--- src/rtl/udec_pkg.sv ---
// ----------------------------------------------------------------------------
// udec_pkg: shared types for the unicode stream decoder
// Encoding and status codes, the operation format that travels from the
// detection front to the decode back, and the result format.
// ----------------------------------------------------------------------------
`timescale 1ns / 1ps
`default_nettype none

package udec_pkg;

  typedef enum logic [2:0] {
    ENC_UCS4BE  = 3'd0,
    ENC_UCS4LE  = 3'd1,
    ENC_UTF16BE = 3'd2,
    ENC_UTF16LE = 3'd3,
    ENC_UTF8    = 3'd4,
    ENC_EBCDIC  = 3'd5,
    ENC_LATIN1  = 3'd6
  } enc_t;

  typedef enum logic [1:0] {
    ST_CHAR   = 2'd0,
    ST_END    = 2'd1,
    ST_BADSUR = 2'd2,
    ST_UNSUP  = 2'd3
  } status_t;

  typedef enum logic [1:0] {
    OP_DECODE = 2'd0,
    OP_UNSUP  = 2'd1,
    OP_END    = 2'd2
  } op_kind_t;

  // eoi marks the last operation that one input item produces
  typedef struct packed {
    op_kind_t   kind;
    logic [7:0] data;
    enc_t       enc;
    logic       eoi;
  } op_t;

  typedef struct packed {
    logic [31:0] code_point;
    status_t     status;
    enc_t        enc;
    logic        run_last;
  } result_t;

endpackage

`default_nettype wire

--- src/rtl/udec_byte_if.sv ---
// ----------------------------------------------------------------------------
// udec_byte_if: input byte channel
// Valid/ready channel that carries one raw stream byte per item.
// ----------------------------------------------------------------------------
`timescale 1ns / 1ps
`default_nettype none

interface udec_byte_if;
  logic       valid;
  logic       ready;
  logic [7:0] data_byte;
  logic       stream_last;

  modport source (output valid, output data_byte, output stream_last, input ready);
  modport sink   (input valid, input data_byte, input stream_last, output ready);
endinterface

`default_nettype wire

--- src/rtl/udec_result_if.sv ---
// ----------------------------------------------------------------------------
// udec_result_if: result channel
// Valid/ready channel that carries one decoded result per item.
// ----------------------------------------------------------------------------
`timescale 1ns / 1ps
`default_nettype none

interface udec_result_if;
  logic        valid;
  logic        ready;
  logic [31:0] code_point;
  logic [1:0]  status;
  logic [2:0]  detected_encoding;
  logic        run_last;

  modport source (output valid, output code_point, output status,
                  output detected_encoding, output run_last, input ready);
  modport sink   (input valid, input code_point, input status,
                  input detected_encoding, input run_last, output ready);
endinterface

`default_nettype wire

--- src/rtl/unicode_stream_decoder.sv ---
// An operation passes the queue slot, then its result the held-result and output registers;
//   a result that is not the last of its byte waits for a newer result or its byte's last operation.
// Throughput: one byte per cycle while the queue has room; a byte that makes several operations
//   (replayed bytes, end or unsupported marker, at most five) holds off input until all are issued.
// Reset: synchronous, active high; clears phase, counters, queue and output valid,
//   but not the detection byte buffer.
// ----------------------------------------------------------------------------
// unicode_stream_decoder: byte stream to code point decoder
// Detection front, operation queue and decode back joined on valid/ready.
// ----------------------------------------------------------------------------
`timescale 1ns / 1ps
`default_nettype none

module unicode_stream_decoder import udec_pkg::*; #(
  parameter int QUEUE_DEPTH = 4
) (
  input  logic          clk,
  input  logic          rst,
  udec_byte_if.sink     bytes,
  udec_result_if.source results
);

  logic    op_valid;
  op_t     op;
  logic    op_ready;
  logic    q_valid;
  op_t     q_op;
  logic    q_ready;
  logic    res_valid;
  result_t res;

  udec_front u_front (
    .clk      (clk),
    .rst      (rst),
    .in_valid (bytes.valid),
    .in_data  (bytes.data_byte),
    .in_last  (bytes.stream_last),
    .in_ready (bytes.ready),
    .op_valid (op_valid),
    .op       (op),
    .op_ready (op_ready)
  );

  udec_queue #(
    .DEPTH (QUEUE_DEPTH)
  ) u_queue (
    .clk        (clk),
    .rst        (rst),
    .push_valid (op_valid),
    .push_op    (op),
    .push_ready (op_ready),
    .pop_valid  (q_valid),
    .pop_op     (q_op),
    .pop_ready  (q_ready)
  );

  udec_back u_back (
    .clk       (clk),
    .rst       (rst),
    .op_valid  (q_valid),
    .op        (q_op),
    .op_ready  (q_ready),
    .res_valid (res_valid),
    .res       (res),
    .res_ready (results.ready)
  );

  assign results.valid             = res_valid;
  assign results.code_point        = res.code_point;
  assign results.status            = res.status;
  assign results.detected_encoding = res.enc;
  assign results.run_last          = res.run_last;

endmodule

`default_nettype wire

--- src/rtl/udec_front.sv ---
// ----------------------------------------------------------------------------
// udec_front: encoding detection and operation issue
// Buffers the first bytes of a stream, picks the encoding from byte-order
// marks and declaration patterns, issues decode operations for the bytes past
// the mark (replaying buffered bytes) and issues end and unsupported markers.
// ----------------------------------------------------------------------------
`timescale 1ns / 1ps
`default_nettype none

module udec_front import udec_pkg::*; (
  input  logic       clk,
  input  logic       rst,
  input  logic       in_valid,
  input  logic [7:0] in_data,
  input  logic       in_last,
  output logic       in_ready,
  output logic       op_valid,
  output op_t        op,
  input  logic       op_ready
);

  localparam logic [15:0] BOM16_BE     = 16'hFEFF;
  localparam logic [15:0] BOM16_LE     = 16'hFFFE;
  localparam logic [23:0] BOM8         = 24'hEFBBBF;
  localparam logic [31:0] PAT_UCS4_LE  = 32'hFFFE_0000;
  localparam logic [31:0] PAT_UCS4_BE  = 32'h0000_FEFF;
  localparam logic [31:0] PAT_XML16_BE = 32'h003C_003F;
  localparam logic [31:0] PAT_XML16_LE = 32'h3C00_3F00;
  localparam logic [31:0] PAT_XML8     = 32'h3C3F_786D;
  localparam logic [31:0] PAT_XML_EBC  = 32'h4C6F_A794;

  typedef enum logic [1:0] {F_DETECT, F_RUN, F_HALT} fphase_t;

  // pending operations of one item: replay bytes[idx..cnt-1], then markers
  typedef struct packed {
    logic [3:0][7:0] bytes;
    logic [2:0]      idx;
    logic [2:0]      cnt;
    logic            unsup;
    logic            endf;
    enc_t            enc;
  } work_t;

  fphase_t         phase;
  logic [3:0][7:0] det_bytes;
  logic [2:0]      det_count;
  enc_t            enc_sel;
  work_t           work;
  logic            busy;

  logic [3:0][7:0] d_next;
  logic [2:0]      c_next;
  logic [31:0]     word4;
  logic            hit;
  enc_t            hit_enc;
  logic [2:0]      hit_skip;
  work_t           inc;
  work_t           cur;
  work_t           rem;
  logic            in_fire;
  logic            has_dec;
  logic            advance;
  logic            rem_busy;

  assign in_ready = !busy && op_ready;
  assign in_fire  = in_valid && in_ready;

  always_comb begin
    d_next = det_bytes;
    d_next[det_count[1:0]] = in_data;
    c_next = det_count + 3'd1;
    word4  = {d_next[0], d_next[1], d_next[2], d_next[3]};

    hit      = 1'b0;
    hit_enc  = enc_sel;
    hit_skip = 3'd0;
    if (c_next == 3'd2 && word4[31:16] == BOM16_BE) begin
      hit = 1'b1; hit_enc = ENC_UTF16BE; hit_skip = 3'd2;
    end else if (c_next == 3'd3 && word4[31:8] == BOM8) begin
      hit = 1'b1; hit_enc = ENC_UTF8; hit_skip = 3'd3;
    end else if (c_next == 3'd4) begin
      hit = 1'b1;
      if (word4 == PAT_UCS4_LE) begin
        hit_enc = ENC_UCS4LE; hit_skip = 3'd4;
      end else if (word4[31:16] == BOM16_LE) begin
        hit_enc = ENC_UTF16LE; hit_skip = 3'd2;
      end else if (word4 == PAT_UCS4_BE) begin
        hit_enc = ENC_UCS4BE; hit_skip = 3'd4;
      end else if (word4 == PAT_XML16_BE) begin
        hit_enc = ENC_UTF16BE; hit_skip = 3'd0;
      end else if (word4 == PAT_XML16_LE) begin
        hit_enc = ENC_UTF16LE; hit_skip = 3'd0;
      end else if (word4 == PAT_XML8) begin
        hit_enc = ENC_UTF8; hit_skip = 3'd4;
      end else if (word4 == PAT_XML_EBC) begin
        hit_enc = ENC_EBCDIC; hit_skip = 3'd4;
      end else begin
        hit_enc = ENC_LATIN1; hit_skip = 3'd0;
      end
    end else if (in_last) begin
      // short stream: a little-endian mark still wins
      hit = 1'b1;
      if (c_next >= 3'd2 && word4[31:16] == BOM16_LE) begin
        hit_enc = ENC_UTF16LE; hit_skip = 3'd2;
      end else begin
        hit_enc = ENC_LATIN1; hit_skip = 3'd0;
      end
    end

    inc       = '0;
    inc.enc   = enc_sel;
    inc.endf  = in_last;
    case (phase)
      F_DETECT: begin
        inc.bytes = d_next;
        if (hit) begin
          inc.enc = hit_enc;
          if (hit_enc == ENC_UTF8 || hit_enc == ENC_EBCDIC) begin
            inc.unsup = 1'b1;
          end else begin
            inc.idx = hit_skip;
            inc.cnt = c_next;
          end
        end
      end
      F_RUN: begin
        inc.bytes[0] = in_data;
        inc.cnt      = 3'd1;
      end
      default: ;
    endcase
  end

  always_comb begin
    cur     = busy ? work : inc;
    has_dec = cur.idx < cur.cnt;
    advance = busy ? op_ready : in_fire;

    op.data = cur.bytes[cur.idx[1:0]];
    op.enc  = cur.enc;
    rem     = cur;
    if (has_dec) begin
      op.kind = OP_DECODE;
      op.eoi  = (cur.idx + 3'd1 == cur.cnt) && !cur.unsup && !cur.endf;
      rem.idx = cur.idx + 3'd1;
    end else if (cur.unsup) begin
      op.kind   = OP_UNSUP;
      op.eoi    = !cur.endf;
      rem.unsup = 1'b0;
    end else begin
      op.kind  = OP_END;
      op.eoi   = 1'b1;
      rem.endf = 1'b0;
    end
    op_valid = (busy || in_fire) && (has_dec || cur.unsup || cur.endf);
    rem_busy = (rem.idx < rem.cnt) || rem.unsup || rem.endf;
  end

  always_ff @(posedge clk) begin
    if (rst) begin
      phase     <= F_DETECT;
      det_count <= 3'd0;
      enc_sel   <= ENC_LATIN1;
      busy      <= 1'b0;
    end else begin
      if (advance) begin
        work <= rem;
        busy <= rem_busy;
      end
      if (in_fire) begin
        if (phase == F_DETECT) begin
          det_bytes <= d_next;
        end
        if (in_last) begin
          // restart detection for the next stream
          phase     <= F_DETECT;
          det_count <= 3'd0;
          enc_sel   <= ENC_LATIN1;
        end else if (phase == F_DETECT) begin
          det_count <= c_next;
          if (hit) begin
            enc_sel <= hit_enc;
            phase   <= (hit_enc == ENC_UTF8 || hit_enc == ENC_EBCDIC) ? F_HALT : F_RUN;
          end
        end
      end
    end
  end

endmodule

`default_nettype wire

--- src/rtl/udec_queue.sv ---
// ----------------------------------------------------------------------------
// udec_queue: operation queue
// Small first-in first-out buffer that decouples detection from decoding.
// ----------------------------------------------------------------------------
`timescale 1ns / 1ps
`default_nettype none

module udec_queue import udec_pkg::*; #(
  parameter int DEPTH = 4
) (
  input  logic clk,
  input  logic rst,
  input  logic push_valid,
  input  op_t  push_op,
  output logic push_ready,
  output logic pop_valid,
  output op_t  pop_op,
  input  logic pop_ready
);

  localparam int PW = (DEPTH > 1) ? $clog2(DEPTH) : 1;
  localparam int FW = $clog2(DEPTH + 1);

  op_t           slots [DEPTH];
  logic [PW-1:0] wr_ptr;
  logic [PW-1:0] rd_ptr;
  logic [FW-1:0] fill;
  logic          push;
  logic          pop;

  function automatic logic [PW-1:0] bump(input logic [PW-1:0] p);
    bump = (p == PW'(DEPTH - 1)) ? '0 : p + PW'(1);
  endfunction

  assign push_ready = fill != FW'(DEPTH);
  assign pop_valid  = fill != '0;
  assign pop_op     = slots[rd_ptr];
  assign push       = push_valid && push_ready;
  assign pop        = pop_valid && pop_ready;

  always_ff @(posedge clk) begin
    if (rst) begin
      wr_ptr <= '0;
      rd_ptr <= '0;
      fill   <= '0;
    end else begin
      if (push) begin
        wr_ptr <= bump(wr_ptr);
      end
      if (pop) begin
        rd_ptr <= bump(rd_ptr);
      end
      if (push && !pop) begin
        fill <= fill + FW'(1);
      end else if (pop && !push) begin
        fill <= fill - FW'(1);
      end
    end
  end

  always_ff @(posedge clk) begin
    if (push) begin
      slots[wr_ptr] <= push_op;
    end
  end

endmodule

`default_nettype wire

--- src/rtl/udec_back.sv ---
// ----------------------------------------------------------------------------
// udec_back: unit assembly and result issue
// Assembles code units, pairs UTF-16 surrogates, and holds each result one
// stage so that the last result of an input item carries run_last.
// ----------------------------------------------------------------------------
`timescale 1ns / 1ps
`default_nettype none

module udec_back import udec_pkg::*; (
  input  logic    clk,
  input  logic    rst,
  input  logic    op_valid,
  input  op_t     op,
  output logic    op_ready,
  output logic    res_valid,
  output result_t res,
  input  logic    res_ready
);

  localparam logic [15:0] SUR_HI_MIN = 16'hD800;
  localparam logic [15:0] SUR_HI_MAX = 16'hDBFF;
  localparam logic [15:0] SUR_LO_MIN = 16'hDC00;
  localparam logic [15:0] SUR_LO_MAX = 16'hDFFF;
  localparam logic [31:0] SUPP_BASE  = 32'h0001_0000;

  logic [31:0] unit;
  logic [1:0]  ucnt;
  logic [15:0] high_sur;
  logic        sur_pending;
  logic        stopped;

  logic [31:0] unit_next;
  logic [1:0]  ucnt_next;
  logic [15:0] high_sur_next;
  logic        sur_pending_next;
  logic        stopped_next;

  logic [31:0] asm32;
  logic [15:0] asm16;
  logic [15:0] u16;
  logic        r_valid;
  result_t     r;

  logic        h_valid;
  logic        h_final;
  result_t     h_res;
  logic        o_free;
  logic        move;
  logic        fire;

  always_comb begin
    asm32 = {unit[23:0], op.data};
    asm16 = {unit[7:0], op.data};
    u16   = (op.enc == ENC_UTF16LE) ? {asm16[7:0], asm16[15:8]} : asm16;

    unit_next        = unit;
    ucnt_next        = ucnt;
    high_sur_next    = high_sur;
    sur_pending_next = sur_pending;
    stopped_next     = stopped;
    r_valid          = 1'b0;
    r                = '0;
    r.enc            = op.enc;
    r.status         = ST_CHAR;

    case (op.kind)
      OP_DECODE: begin
        if (!stopped) begin
          case (op.enc)
            ENC_LATIN1: begin
              r_valid      = 1'b1;
              r.code_point = {24'd0, op.data};
            end
            ENC_UCS4BE, ENC_UCS4LE: begin
              if (ucnt == 2'd3) begin
                r_valid      = 1'b1;
                r.code_point = (op.enc == ENC_UCS4LE) ?
                               {asm32[7:0], asm32[15:8], asm32[23:16], asm32[31:24]} :
                               asm32;
                unit_next    = '0;
                ucnt_next    = 2'd0;
              end else begin
                unit_next = asm32;
                ucnt_next = ucnt + 2'd1;
              end
            end
            ENC_UTF16BE, ENC_UTF16LE: begin
              if (ucnt == 2'd1) begin
                unit_next = '0;
                ucnt_next = 2'd0;
                if (sur_pending) begin
                  r_valid = 1'b1;
                  if (u16 >= SUR_LO_MIN && u16 <= SUR_LO_MAX) begin
                    r.code_point     = SUPP_BASE + {12'd0, high_sur[9:0], u16[9:0]};
                    sur_pending_next = 1'b0;
                    high_sur_next    = '0;
                  end else begin
                    // broken pair: report and stop the stream
                    r.status     = ST_BADSUR;
                    stopped_next = 1'b1;
                  end
                end else if (u16 >= SUR_HI_MIN && u16 <= SUR_HI_MAX) begin
                  high_sur_next    = u16;
                  sur_pending_next = 1'b1;
                end else begin
                  r_valid      = 1'b1;
                  r.code_point = {16'd0, u16};
                end
              end else begin
                unit_next = {16'd0, asm16};
                ucnt_next = ucnt + 2'd1;
              end
            end
            default: ;
          endcase
        end
      end
      OP_UNSUP: begin
        r_valid      = 1'b1;
        r.status     = ST_UNSUP;
        stopped_next = 1'b1;
      end
      OP_END: begin
        r_valid          = 1'b1;
        r.status         = ST_END;
        unit_next        = '0;
        ucnt_next        = 2'd0;
        high_sur_next    = '0;
        sur_pending_next = 1'b0;
        stopped_next     = 1'b0;
      end
      default: ;
    endcase
  end

  // once the output is free, the held result leaves when its item is known finished or a newer result arrives
  assign o_free   = !res_valid || res_ready;
  assign move     = o_free && h_valid && (h_final || (op_valid && r_valid));
  assign fire     = op_valid && (!(h_valid && (h_final || r_valid)) || o_free);
  assign op_ready = fire;

  always_ff @(posedge clk) begin
    if (rst) begin
      unit        <= '0;
      ucnt        <= 2'd0;
      high_sur    <= '0;
      sur_pending <= 1'b0;
      stopped     <= 1'b0;
      h_valid     <= 1'b0;
      h_final     <= 1'b0;
      res_valid   <= 1'b0;
    end else begin
      if (fire) begin
        unit        <= unit_next;
        ucnt        <= ucnt_next;
        high_sur    <= high_sur_next;
        sur_pending <= sur_pending_next;
        stopped     <= stopped_next;
      end
      if (move) begin
        res_valid <= 1'b1;
        res       <= {h_res.code_point, h_res.status, h_res.enc, h_final};
      end else if (res_ready) begin
        res_valid <= 1'b0;
      end
      if (fire && r_valid) begin
        h_valid <= 1'b1;
        h_final <= op.eoi;
        h_res   <= r;
      end else if (fire && h_valid && !move) begin
        h_final <= h_final || op.eoi;
      end else if (move) begin
        h_valid <= 1'b0;
      end
    end
  end

endmodule

`default_nettype wire

--- src/flat_wrapper.sv ---
// flat-port wrapper written by rule: the top's interface ports become plain ports
module unicode_stream_decoder_flat import udec_pkg::*;
#(
  parameter int QUEUE_DEPTH = 4
)
  (clk, rst, bytes_valid, bytes_data_byte, bytes_stream_last, bytes_ready, results_valid, results_code_point, results_status, results_detected_encoding, results_run_last, results_ready);
  udec_byte_if bytes_i ();
  udec_result_if results_i ();
  input  logic clk;
  input  logic rst;
  input wire logic [$bits(bytes_i.valid)-1:0] bytes_valid;
  input wire logic [$bits(bytes_i.data_byte)-1:0] bytes_data_byte;
  input wire logic [$bits(bytes_i.stream_last)-1:0] bytes_stream_last;
  output wire logic [$bits(bytes_i.ready)-1:0] bytes_ready;
  output wire logic [$bits(results_i.valid)-1:0] results_valid;
  output wire logic [$bits(results_i.code_point)-1:0] results_code_point;
  output wire logic [$bits(results_i.status)-1:0] results_status;
  output wire logic [$bits(results_i.detected_encoding)-1:0] results_detected_encoding;
  output wire logic [$bits(results_i.run_last)-1:0] results_run_last;
  input wire logic [$bits(results_i.ready)-1:0] results_ready;
  assign bytes_i.valid = bytes_valid;
  assign bytes_i.data_byte = bytes_data_byte;
  assign bytes_i.stream_last = bytes_stream_last;
  assign bytes_ready = bytes_i.ready;
  assign results_valid = results_i.valid;
  assign results_code_point = results_i.code_point;
  assign results_status = results_i.status;
  assign results_detected_encoding = results_i.detected_encoding;
  assign results_run_last = results_i.run_last;
  assign results_i.ready = results_ready;
  unicode_stream_decoder #(.QUEUE_DEPTH(QUEUE_DEPTH)) u_core (.clk(clk), .rst(rst), .bytes(bytes_i), .results(results_i));
endmodule
--- config.mk ---
export PLATFORM = sky130hd
export DESIGN_NAME = unicode_stream_decoder_flat
export DESIGN_NICKNAME = d
export VERILOG_FILES = /design/src/rtl/udec_pkg.sv /design/src/rtl/udec_byte_if.sv /design/src/rtl/udec_result_if.sv /design/src/rtl/unicode_stream_decoder.sv /design/src/rtl/udec_front.sv /design/src/rtl/udec_queue.sv /design/src/rtl/udec_back.sv /design/src/flat_wrapper.sv
export SDC_FILE = /design/constraint.sdc
export NUM_CORES = 1
export LEC_CHECK = 0
export BUFFER_PORTS_ARGS = -buffer_cell sky130_fd_sc_hd__buf_4
export CAP_MARGIN = 20
export CORE_MARGIN = 8
export CORE_UTILIZATION = 40
export CTS_CLUSTER_DIAMETER = 50
export DETAILED_ROUTE_END_ITERATION = 10
export SETUP_SLACK_MARGIN = 0.05
export SLEW_MARGIN = 20
export SYNTH_ARGS = -nofsm -noshare
export SYNTH_HDL_FRONTEND = slang
export SYNTH_HIERARCHICAL = 1
export SYNTH_SLANG_ARGS = --single-unit
--- constraint.sdc ---
create_clock -name clk -period 5.5 [get_ports clk]
set_clock_uncertainty 0.05 [all_clocks]
set_input_delay 0.275 -clock clk [delete_from_list [all_inputs] [get_ports clk]]
set_output_delay 0.275 -clock clk [all_outputs]
set_load 0.01 [all_outputs]
Word-level counts from Yosys, hierarchy flattened --
Memories as Yosys holds them, arrays and structs flattened. A register that Yosys moved wholly into a read port is not among the register bits. Cells that the tools add are included.
Word-level totals: output and inout bits 40, flip-flop bits (word level) 207, memories 1, bits in writable memories 56, logic and storage cells 282, input port bits 13
Operators by class: add/sub/neg operators 8, equality and inequality tests 34, magnitude comparators 10, reductions and logical operators 69, bitwise gates (word level) 2, muxes and demuxes 123
Memory list:
- u_core.u_queue.slots | depth 4, width 14, read ports 1, clocked after memory_dff 1, wr ports 1, RTL line udec_queue.sv:24 | op_t slots [DEPTH];
Operators by type and width (number):
- $mux W32 | 3
- $pmux W24 S2 | 2
- $pmux W32 S3 | 1
- $mux W3 | 29
- $mux W24 | 3
- $eq A32 B30 Y1 const B | 2
- $mux W10 | 6
- $mux W16 | 3
- $mux W2 | 22
- $mux W43 | 1
- $mux W1 | 34
- $mux W34 | 1
- $bwmux W32 | 1
- $eq A16 B16 Y1 const B | 2
- $eq A32 B16 Y1 const B | 1
- $eq A32 B22 Y1 const B | 1
- $eq A32 B31 Y1 const B | 1
- $eq A32 B32 Y1 const B | 1
- $ge A16 B16 Y1 const B | 2
- $le A16 B16 Y1 const B | 2
- $eq A24 B24 Y1 const B | 1
- $logic_and A1 B1 Y1 | 23
- $add A17 B20 Y21 const A | 1
- $mux W21 | 1
- 42 further kinds | 102

Longest topological paths before layout --
Gate-level depths: netlist of the first run.
depth after elaboration 31, gate-level depth with buffers 29, gate-level depth less buffers 27

Modules after synthesis --
The synthesis of the first run kept the hierarchy.
Modules (own cells, without submodules):
- udec_front | cells an instance 543, area an instance 5333.9 um^2, instances 1
- udec_back | cells an instance 470, area an instance 5331.4 um^2, instances 1
- udec_queue | cells an instance 121, area an instance 2497.4 um^2, instances 1

Worst setup path before layout of the first run --
Ideal clock, no wire load.
kind flip-flop to flip-flop, start register u_core.u_front.det_count[0], end register u_core.u_queue.fill[2], stages on the path, launching flop included 27, setup time 0.070 ns, required time 5.380 ns, buffers on the path 1, arrival 5.729 ns, clock period less this slack 5.849 ns, setup slack -0.349 ns, path through dfxtp_1 -> inv_1 -> ha_1 -> buf_2 -> or3_1 -> a222oi_1 -> nand4_1 -> o41a_1 -> and3_1 -> o21a_2 -> a21oi_1 -> a21oi_1 -> inv_1 -> ha_1 -> inv_1 -> nor4_1 -> a221oi_2 -> or2_1 -> a21o_1 -> a21oi_1 -> and2_4 -> ha_1 -> inv_1 -> fa_1 -> xor2_1 -> or3_2 -> a21oi_1
RTL lines:
- from (decl) | RTL line udec_front.sv:46 | logic [2:0] det_count;
- from (signal assigned) | RTL line udec_front.sv:180 | det_count <= c_next;
- to (signal assigned) | RTL line udec_queue.sv:54 | fill <= fill + FW'(1);
- to (signal assigned) | RTL line udec_queue.sv:56 | fill <= fill - FW'(1);
- to (decl) | RTL line udec_queue.sv:27 | logic [FW-1:0] fill;

==> results of run 1 <==
report_power, final:
group | switching (uW) | total, uW | internal [uW]
clock network | 850 | 2070 | 1220
registers | 227 | 3030 | 2810
logic | 1770 | 2860 | 1090
total | 2850 | 7960 | 5110
kinds of logic (layout without fill, tap and decap cells):
group | after synthesis | count (layout)
AOI/OAI and AO/OA | 220 | 220
xor gates and xnor gates | 10 | 10
adders and majority gates | 25 | 25
buffers and inverters | 121 | 262
muxes | 123 | 123
DFF | 265 | 265
and+or+nand+nor | 370 | 370
timing repair:
action                     CTS  global route
hold buffers                 2             0
hold endpoints to repair     3             0
setup endpoints to repair    1             3
pin swaps                    9            18
gates resized for setup     21            27
setup buffers                5            14
layer usage:
| metal | vias up | global-route usage, % | wire (um) |
|---|---|---|---|
| li1 | 4502 | - | - |
| met1 | 4691 | 23.7 | 15600 |
| met2 | 329 | 28.0 | 15800 |
| met3 | 73 | 2.32 | 2020 |
| met4 | 0 | 5.71 | 988 |
| met5 | - | 0 | 0 |
sequential cells by signal, summed over array words and instances (netlist names), named ones only:
signal / flops
u_core/u_queue/slots: 56
u_core/u_front/work: 43
u_core/u_back/res: 38
u_core/u_back/h_res: 37
u_core/u_front/det_bytes: 32
u_core/u_back/unit: 24
u_core/u_back/high_sur: 10
u_core/u_front/det_count: 3
u_core/u_front/enc_sel: 3
u_core/u_queue/fill: 3
u_core/u_back/ucnt: 2
u_core/u_front/phase: 2
u_core/u_queue/rd_ptr: 2
u_core/u_queue/wr_ptr: 2
u_core/u_back/h_final: 1
u_core/u_back/h_valid: 1
u_core/u_back/res_valid: 1
u_core/u_back/stopped: 1
u_core/u_back/sur_pending: 1
u_core/u_front/busy: 1
Yosys cell counts, types with 4 or more instances:
cell type / instances / area share, %
o21a_1: 4 / 0.23
o211ai_1: 7 / 0.40
edfxtp_1: 206 / 47
nand3_1: 16 / 0.61
nor3_1: 18 / 0.68
nor2_1: 76 / 2.2
or2_2: 7 / 0.33
a2111oi_0: 11 / 0.73
o22a_1: 4 / 0.27
nand4_1: 12 / 0.57
dfxtp_1: 59 / 9.0
clkbuf_1: 37 / 1.1
a211oi_1: 8 / 0.46
mux2_2: 15 / 1.3
or3_1: 9 / 0.43
nor4_1: 8 / 0.38
o21ai_0: 44 / 1.7
buf_2: 13 / 0.49
a22oi_1: 6 / 0.34
buf_1: 6 / 0.17
inv_1: 55 / 1.6
xnor2_1: 8 / 0.53
nand2_1: 138 / 3.9
and3_1: 13 / 0.62
a22o_1: 13 / 0.87
buf_4: 4 / 0.23
a32o_1: 5 / 0.38
nand2b_1: 13 / 0.62
and2_1: 9 / 0.43
a221oi_1: 10 / 0.67
and3_2: 4 / 0.23
nor2b_1: 6 / 0.29
a21oi_1: 45 / 1.7
mux2i_1: 92 / 7.0
nand3b_1: 10 / 0.57
ha_1: 24 / 2.3
o22ai_1: 20 / 0.95
mux4_2: 14 / 2.4
nand4b_1: 5 / 0.33
worst max-delay path, delay by kind of cell (launching register included):
family | cells | cell delay, ns
simple gates | 5 | 1.72
compound gates | 6 | 1.27
fa+ha+maj | 4 | 0.89
buf+inv | 5 | 0.56
flops | 1 | 0.36
mux | 1 | 0.26
xor+xnor | 1 | 0.15
worst max path at each step:
| stage | startpoint | to | slack [ns] | cells after the start |
|---|---|---|---|---|
| finish | u_core/u_front/det_count[0] | u_core/u_queue/fill[2] | 0.17 | 22 |
| global route | u_core/u_front/det_count[1] | u_core/u_queue/fill[2] | -0.06 | 28 |
| CTS | u_core/u_front/det_count[1] | u_core/u_queue/fill[2] | 0.05 | 25 |
| detailed placement | u_core/u_front/det_count[0] | u_core/u_queue/fill[2] | -0.14 | 26 |
| global placement | u_core/u_front/det_count[0] | u_core/u_queue/fill[2] | 0.07 | 26 |
| floorplan | u_core/u_front/det_count[0] | u_core/u_queue/fill[2] | 0.05 | 26 |
through the flow:
stage / hold WS (ns) / worst slack, ns / cell area [sq um] / total power [uW]
finish: 0.0953 / 0.168 / 15900 / 7960
global route: 0.108 / -0.0612 / 15900 / 8370
CTS: 0.0906 / 0.0503 / 15600 / 7900
detailed placement: 0.355 / -0.136 / 14400 / 5790
global placement: 0.353 / 0.0702 / 14400 / 5750
floorplan: 0.350 / 0.0546 / 13200 / 4920
final cells by class:
type | instances | area [sq um] | share of cell area [%]
sequential | 265 | 7380 | 46.5
multi-input combinational | 748 | 5560 | 35.0
timing repair buffer | 148 | 1120 | 7.08
clock buffer | 36 | 815 | 5.13
tap | 442 | 553 | 3.49
clock inverter | 22 | 226 | 1.43
inverter | 56 | 213 | 1.34
==> flow_metrics.tcl, run 1 <==
set metrics [dict create \
    crit_path_start_kind "register" \
    cts.clk_slew.worst_paths_ns 0.06 \
    seq_area_frac_synth_pct 56.0 \
    period_share_pct 96.9 \
    die-area_sq_um 39000 \
    rows 66 \
    antenna_found_initial 0 \
    cp_slowest_cell "or4_4" \
    rr_endpoint "u_core/u_queue/fill[2]" \
    power_density_nw_per_um2 502 \
    cts_buffer_depth 3 \
    diodes 0 \
    firstDrtPassIters 7 \
    die_x_um 197 \
    avgSynthCellArea_sq_um 11.6 \
    setup.worst_path.class "reg2reg" \
    cp.arrival_ns 5.78 \
    synth_edf_count 206 \
    start_util_pct 40.6 \
    num-fill-cells 2921 \
    drc 0 \
    synth-simple-area-share_pct 14.0 \
    viasPerCell 5.59 \
    fin_nets 1288 \
    r2r_cells 22 \
    max_stage_delay_ns 0.50 \
    final_max_slew_viol_count 0 \
    drt_iter0_drc 743 \
    io_pins 53 \
    place_inst 1638 \
    fin_crit_ns 5.33 \
    finalSetupTns_ns 0 \
    crit_chain "buf_4 -> ha_4 -> mux2i_2 -> inv_1 -> or3_4 -> or3_4 -> or4_4 -> a311o_1 -> buf_4 -> a2111oi_1 -> a21oi_1 -> inv_1 -> ha_4 -> a21o_1 -> a21oi_2 -> and2_4 -> ha_4 -> inv_2 -> fa_2 -> xor2_1 -> or3_4 -> a21oi_2" \
    cts_sinks 265 \
    synth_top_family_by_area "simple AND/OR/NAND/NOR gates" \
    synth_compound_area_share_pct 12.0 \
    min_path_type "in2reg" \
    hold_end "u_core/u_queue/fill[1]" \
    slew_headroom_pct 33.5 \
    grt_usage_pct 17.3 \
    cts_max_level 1 \
    maxCapViolCount 0 \
    layout_common_cells "206 x edfxtp_1, 144 x buf_4, 138 x nand2_1" \
    globalplace.congestion 0.903 \
    synthAdderAreaFrac_pct 2.43 \
    grt_max_degree 40 \
    grt_pass1_vias 9254 \
    worstMarginPinSlew_ns 0.995 \
    synthCells 1134 \
    grt_overflow_total 0 \
    layout-drive-gt1-share_pct 24.4 \
    synth_ff_type "edfxtp_1" \
    r2r-start "u_core/u_front/det_count[0]" \
    area_growth_pct 20.5 \
    yosysWarningCount 6 \
    worstPathRequired_ns 5.95 \
    min_delay_path_depth 2 \
    final_common_cell "edfxtp_1" \
    critical_path.endpoint_type "register" \
    core_sq_um 32500 \
    ant_nets 0 \
    finalHoldViolations 0 \
    ys_async_sr_fraction_pct 0 \
    fmax_mhz 188 \
    power_leakage_uw 0.00576 \
    cts_tree "built" \
    root_buffer "clkbuf_16" \
    cp_max_fo 6 \
    dp_hpwl_mm 24.2 \
    cts-buffers-inserted 31 \
    fin_util_pct 48.9 \
    routed_wl_mm 34.4 \
    status "finished, final reports clean" \
    die_h_um 197 \
    setup_viol 0 \
    synthesis.area_sq_um 13200 \
    synth.lib_cells_used.distinct 92 \
    rsz0062_at_grt "yes" \
    wl_per_cell_um 20.0 \
    clock_latency_ns 0.57 \
    grt_pass1_wl_mm 53.8 \
    r2r_slack_ns 0.17 \
    ys_ff_latch 265 \
    portBuffers 52 \
    layout.cells.non_filler 1717 \
    synth_nets 1172 \
    vdd_drop_max_v 0.000281 \
    vias 9595 \
    synth_xor_area_share_pct 0.665 \
    synthMuxAreaShare_pct 11.0 \
    hold_start "rst" \
]
No activity file was read; power rests on OpenSTA's default activity.
==> inputs of run 2 (changes only) <==
--- a/config.mk
+++ b/config.mk
@@ -7,10 +7,13 @@
 export LEC_CHECK = 0
 export BUFFER_PORTS_ARGS = -buffer_cell sky130_fd_sc_hd__buf_4
 export CAP_MARGIN = 20
+export CELL_PAD_IN_SITES_DETAIL_PLACEMENT = 0
+export CELL_PAD_IN_SITES_GLOBAL_PLACEMENT = 1
 export CORE_MARGIN = 8
 export CORE_UTILIZATION = 40
 export CTS_CLUSTER_DIAMETER = 50
 export DETAILED_ROUTE_END_ITERATION = 10
+export PLACE_DENSITY_LB_ADDON = 0.1
 export SETUP_SLACK_MARGIN = 0.05
 export SLEW_MARGIN = 20
 export SYNTH_ARGS = -nofsm -noshare
==> flow_metrics.tcl, run 2 (synthesis gave the netlist of run 1 again) <==
set metrics [dict create \
    status "finished, final reports clean" \
    reg_top3 "u_core/u_queue/slots x56, u_core/u_front/work x43, u_core/u_back/res x38" \
    cts-buffers-inserted 36 \
    final_max_slew_viol_count 0 \
    crit_path_start_kind "register" \
    core_sq_um 32500 \
    globalplace.congestion 0.877 \
    intPower_uw 5340 \
    cts_sinks 265 \
    firstDrtPassIters 5 \
    drt_iter0_drc 554 \
    start_util_pct 40.6 \
    drc 0 \
    diodes 0 \
    root_buffer "clkbuf_16" \
    layout-drive-gt1-share_pct 24.4 \
    slew_headroom_pct 29.7 \
    maxCapViolCount 0 \
    rsz0062_at_grt "yes" \
    cts.clk_slew.worst_paths_ns 0.06 \
    wl_per_cell_um 20.4 \
    layout_common_cells "206 x edfxtp_1, 138 x nand2_1, 136 x buf_4" \
    regArea_sq_um 7370 \
    clkPwrFrac_pct 28.7 \
    finalHoldViolations 0 \
    cts_buffer_depth 3 \
    num-fill-cells 2899 \
    min_path_type "in2reg" \
    largest_reg_flops 56 \
    worstPathRequired_ns 5.89 \
    postCtsHoldBufs 0 \
    viasPerCell 5.49 \
    r2r_cells 29 \
    final_common_cell "edfxtp_1" \
    grt_pass1_vias 9494 \
    die-area_sq_um 39000 \
    p_sw_uw 2880 \
    multi_input_area_sq_um 5570 \
    portBuffers 52 \
    fmax_mhz 190 \
    cp_slowest_cell "dfxtp_2" \
    top_register "u_core/u_queue/slots" \
    cp-endpoint "u_core/u_queue/fill[2]" \
    rr_endpoint "u_core/u_queue/fill[2]" \
    setup.worst_path.class "reg2reg" \
    p_comb_share_pct 34.4 \
    p_seq_share_pct 36.8 \
    power_density_nw_per_um2 512 \
    r2r_slack_ns 0.23 \
    r2r-start "u_core/u_front/det_count[1]" \
    cp_max_fo 4 \
    worstSetupStartpoint "u_core/u_front/det_count[1]" \
    period_share_pct 95.9 \
    rows 66 \
    die_h_um 197 \
    final_cell_area_sq_um 16000 \
    fin_nets 1287 \
    cts_max_level 2 \
    max_stage_delay_ns 0.35 \
    power_leakage_uw 0.00580 \
    die_x_um 197 \
    critical_path.endpoint_type "register" \
    fin_util_pct 49.4 \
    worstMarginPinSlew_ns 1.05 \
    grt_overflow_total 0 \
    io_pins 53 \
    grt_max_degree 39 \
    vdd_drop_max_v 0.000266 \
    finalSetupTns_ns 0 \
    setup_viol 0 \
    grt_pass1_wl_mm 55.0 \
    clock_latency_ns 0.52 \
    area_growth_pct 21.9 \
    switching_share_pct 35.1 \
    ant_nets 0 \
    dpl_cell_area_sq_um 14400 \
    grt_usage_pct 17.9 \
    cp.arrival_ns 5.66 \
    antenna_found_initial 0 \
    fin_crit_ns 5.27 \
    cts_tree "built" \
    dp_hpwl_mm 25.2 \
    vias 9439 \
    routed_wl_mm 35.0 \
]
run 2: worst max-delay path: cells and delay by family, from the launching register on:
family	cells	cell delay [ns]
adder cells (fa/ha/maj)	4	0.77
multiplexers	1	0.19
buffers and inverters	8	0.77
AND/OR/NAND/NOR	7	1.61
AO/OA/AOI/OAI	8	1.27
XOR/XNOR	1	0.17
flip-flops	1	0.35
run 2: timing repair:
| action | in CTS | in global routing |
|---|---|---|
| setup endpoints to repair | 3 | 3 |
| buffers inserted | 7 | 7 |
| resized for setup | 21 | 28 |
| pin swaps | 13 | 19 |
run 2: area by class of cell:
cell class	instances	share of cell area (%)
multi-input combinational	748	34.7
tap	442	3.45
clock buffer	45	6.21
timing repair buffer	142	6.86
clock inverter	21	1.47
sequential	265	46.0
inverter	56	1.33
run 2: routing by layer:
metal,global-route usage [%],wire (um),part of all wire [%]
met1,22.5,15300,44
met2,31.1,17200,49
met3,2.69,1610,4.6
met4,5.68,959,2.7
met5,0,0,0
run 2: metrics by stage:
step | setup WS (ns) | hold slack (ns) | total power (uW) | std cells
final | 0.226 | 0.0431 | 8220 | 1719
after global routing | 0.0234 | 0.0457 | 8670 | 1719
after CTS | 0.0479 | 0.0273 | 8260 | 1712
after detailed placement | -0.157 | 0.355 | 5800 | 1639
after global placement | -0.0198 | 0.351 | 5780 | 1639
after floorplan | 0.0546 | 0.350 | 4920 | 1134
run 2: how the worst min path moves through the flow:
stage	depth (start not counted)	slack [ns]	from	endpoint
after floorplan	0	0.35	u_core/u_back/h_res[10]	u_core/u_back/res[10]
after global placement	0	0.35	u_core/u_back/h_res[13]	u_core/u_back/res[13]
after detailed placement	0	0.35	u_core/u_back/h_res[24]	u_core/u_back/res[24]
after CTS	2	0.03	bytes_stream_last	u_core/u_front/phase[1]
after global routing	2	0.05	bytes_stream_last	u_core/u_front/phase[1]
final	2	0.04	bytes_stream_last	u_core/u_front/phase[1]
run 2: power groups by stage:
stage / registers, uW / logic, uW / clock network [uW]
floorplan: 3000 / 1920 / 0
global placement: 3050 / 2730 / 0
detailed placement: 3060 / 2730 / 0
CTS: 3030 / 2790 / 2430
global route: 3080 / 3090 / 2510
finish: 3030 / 2830 / 2360
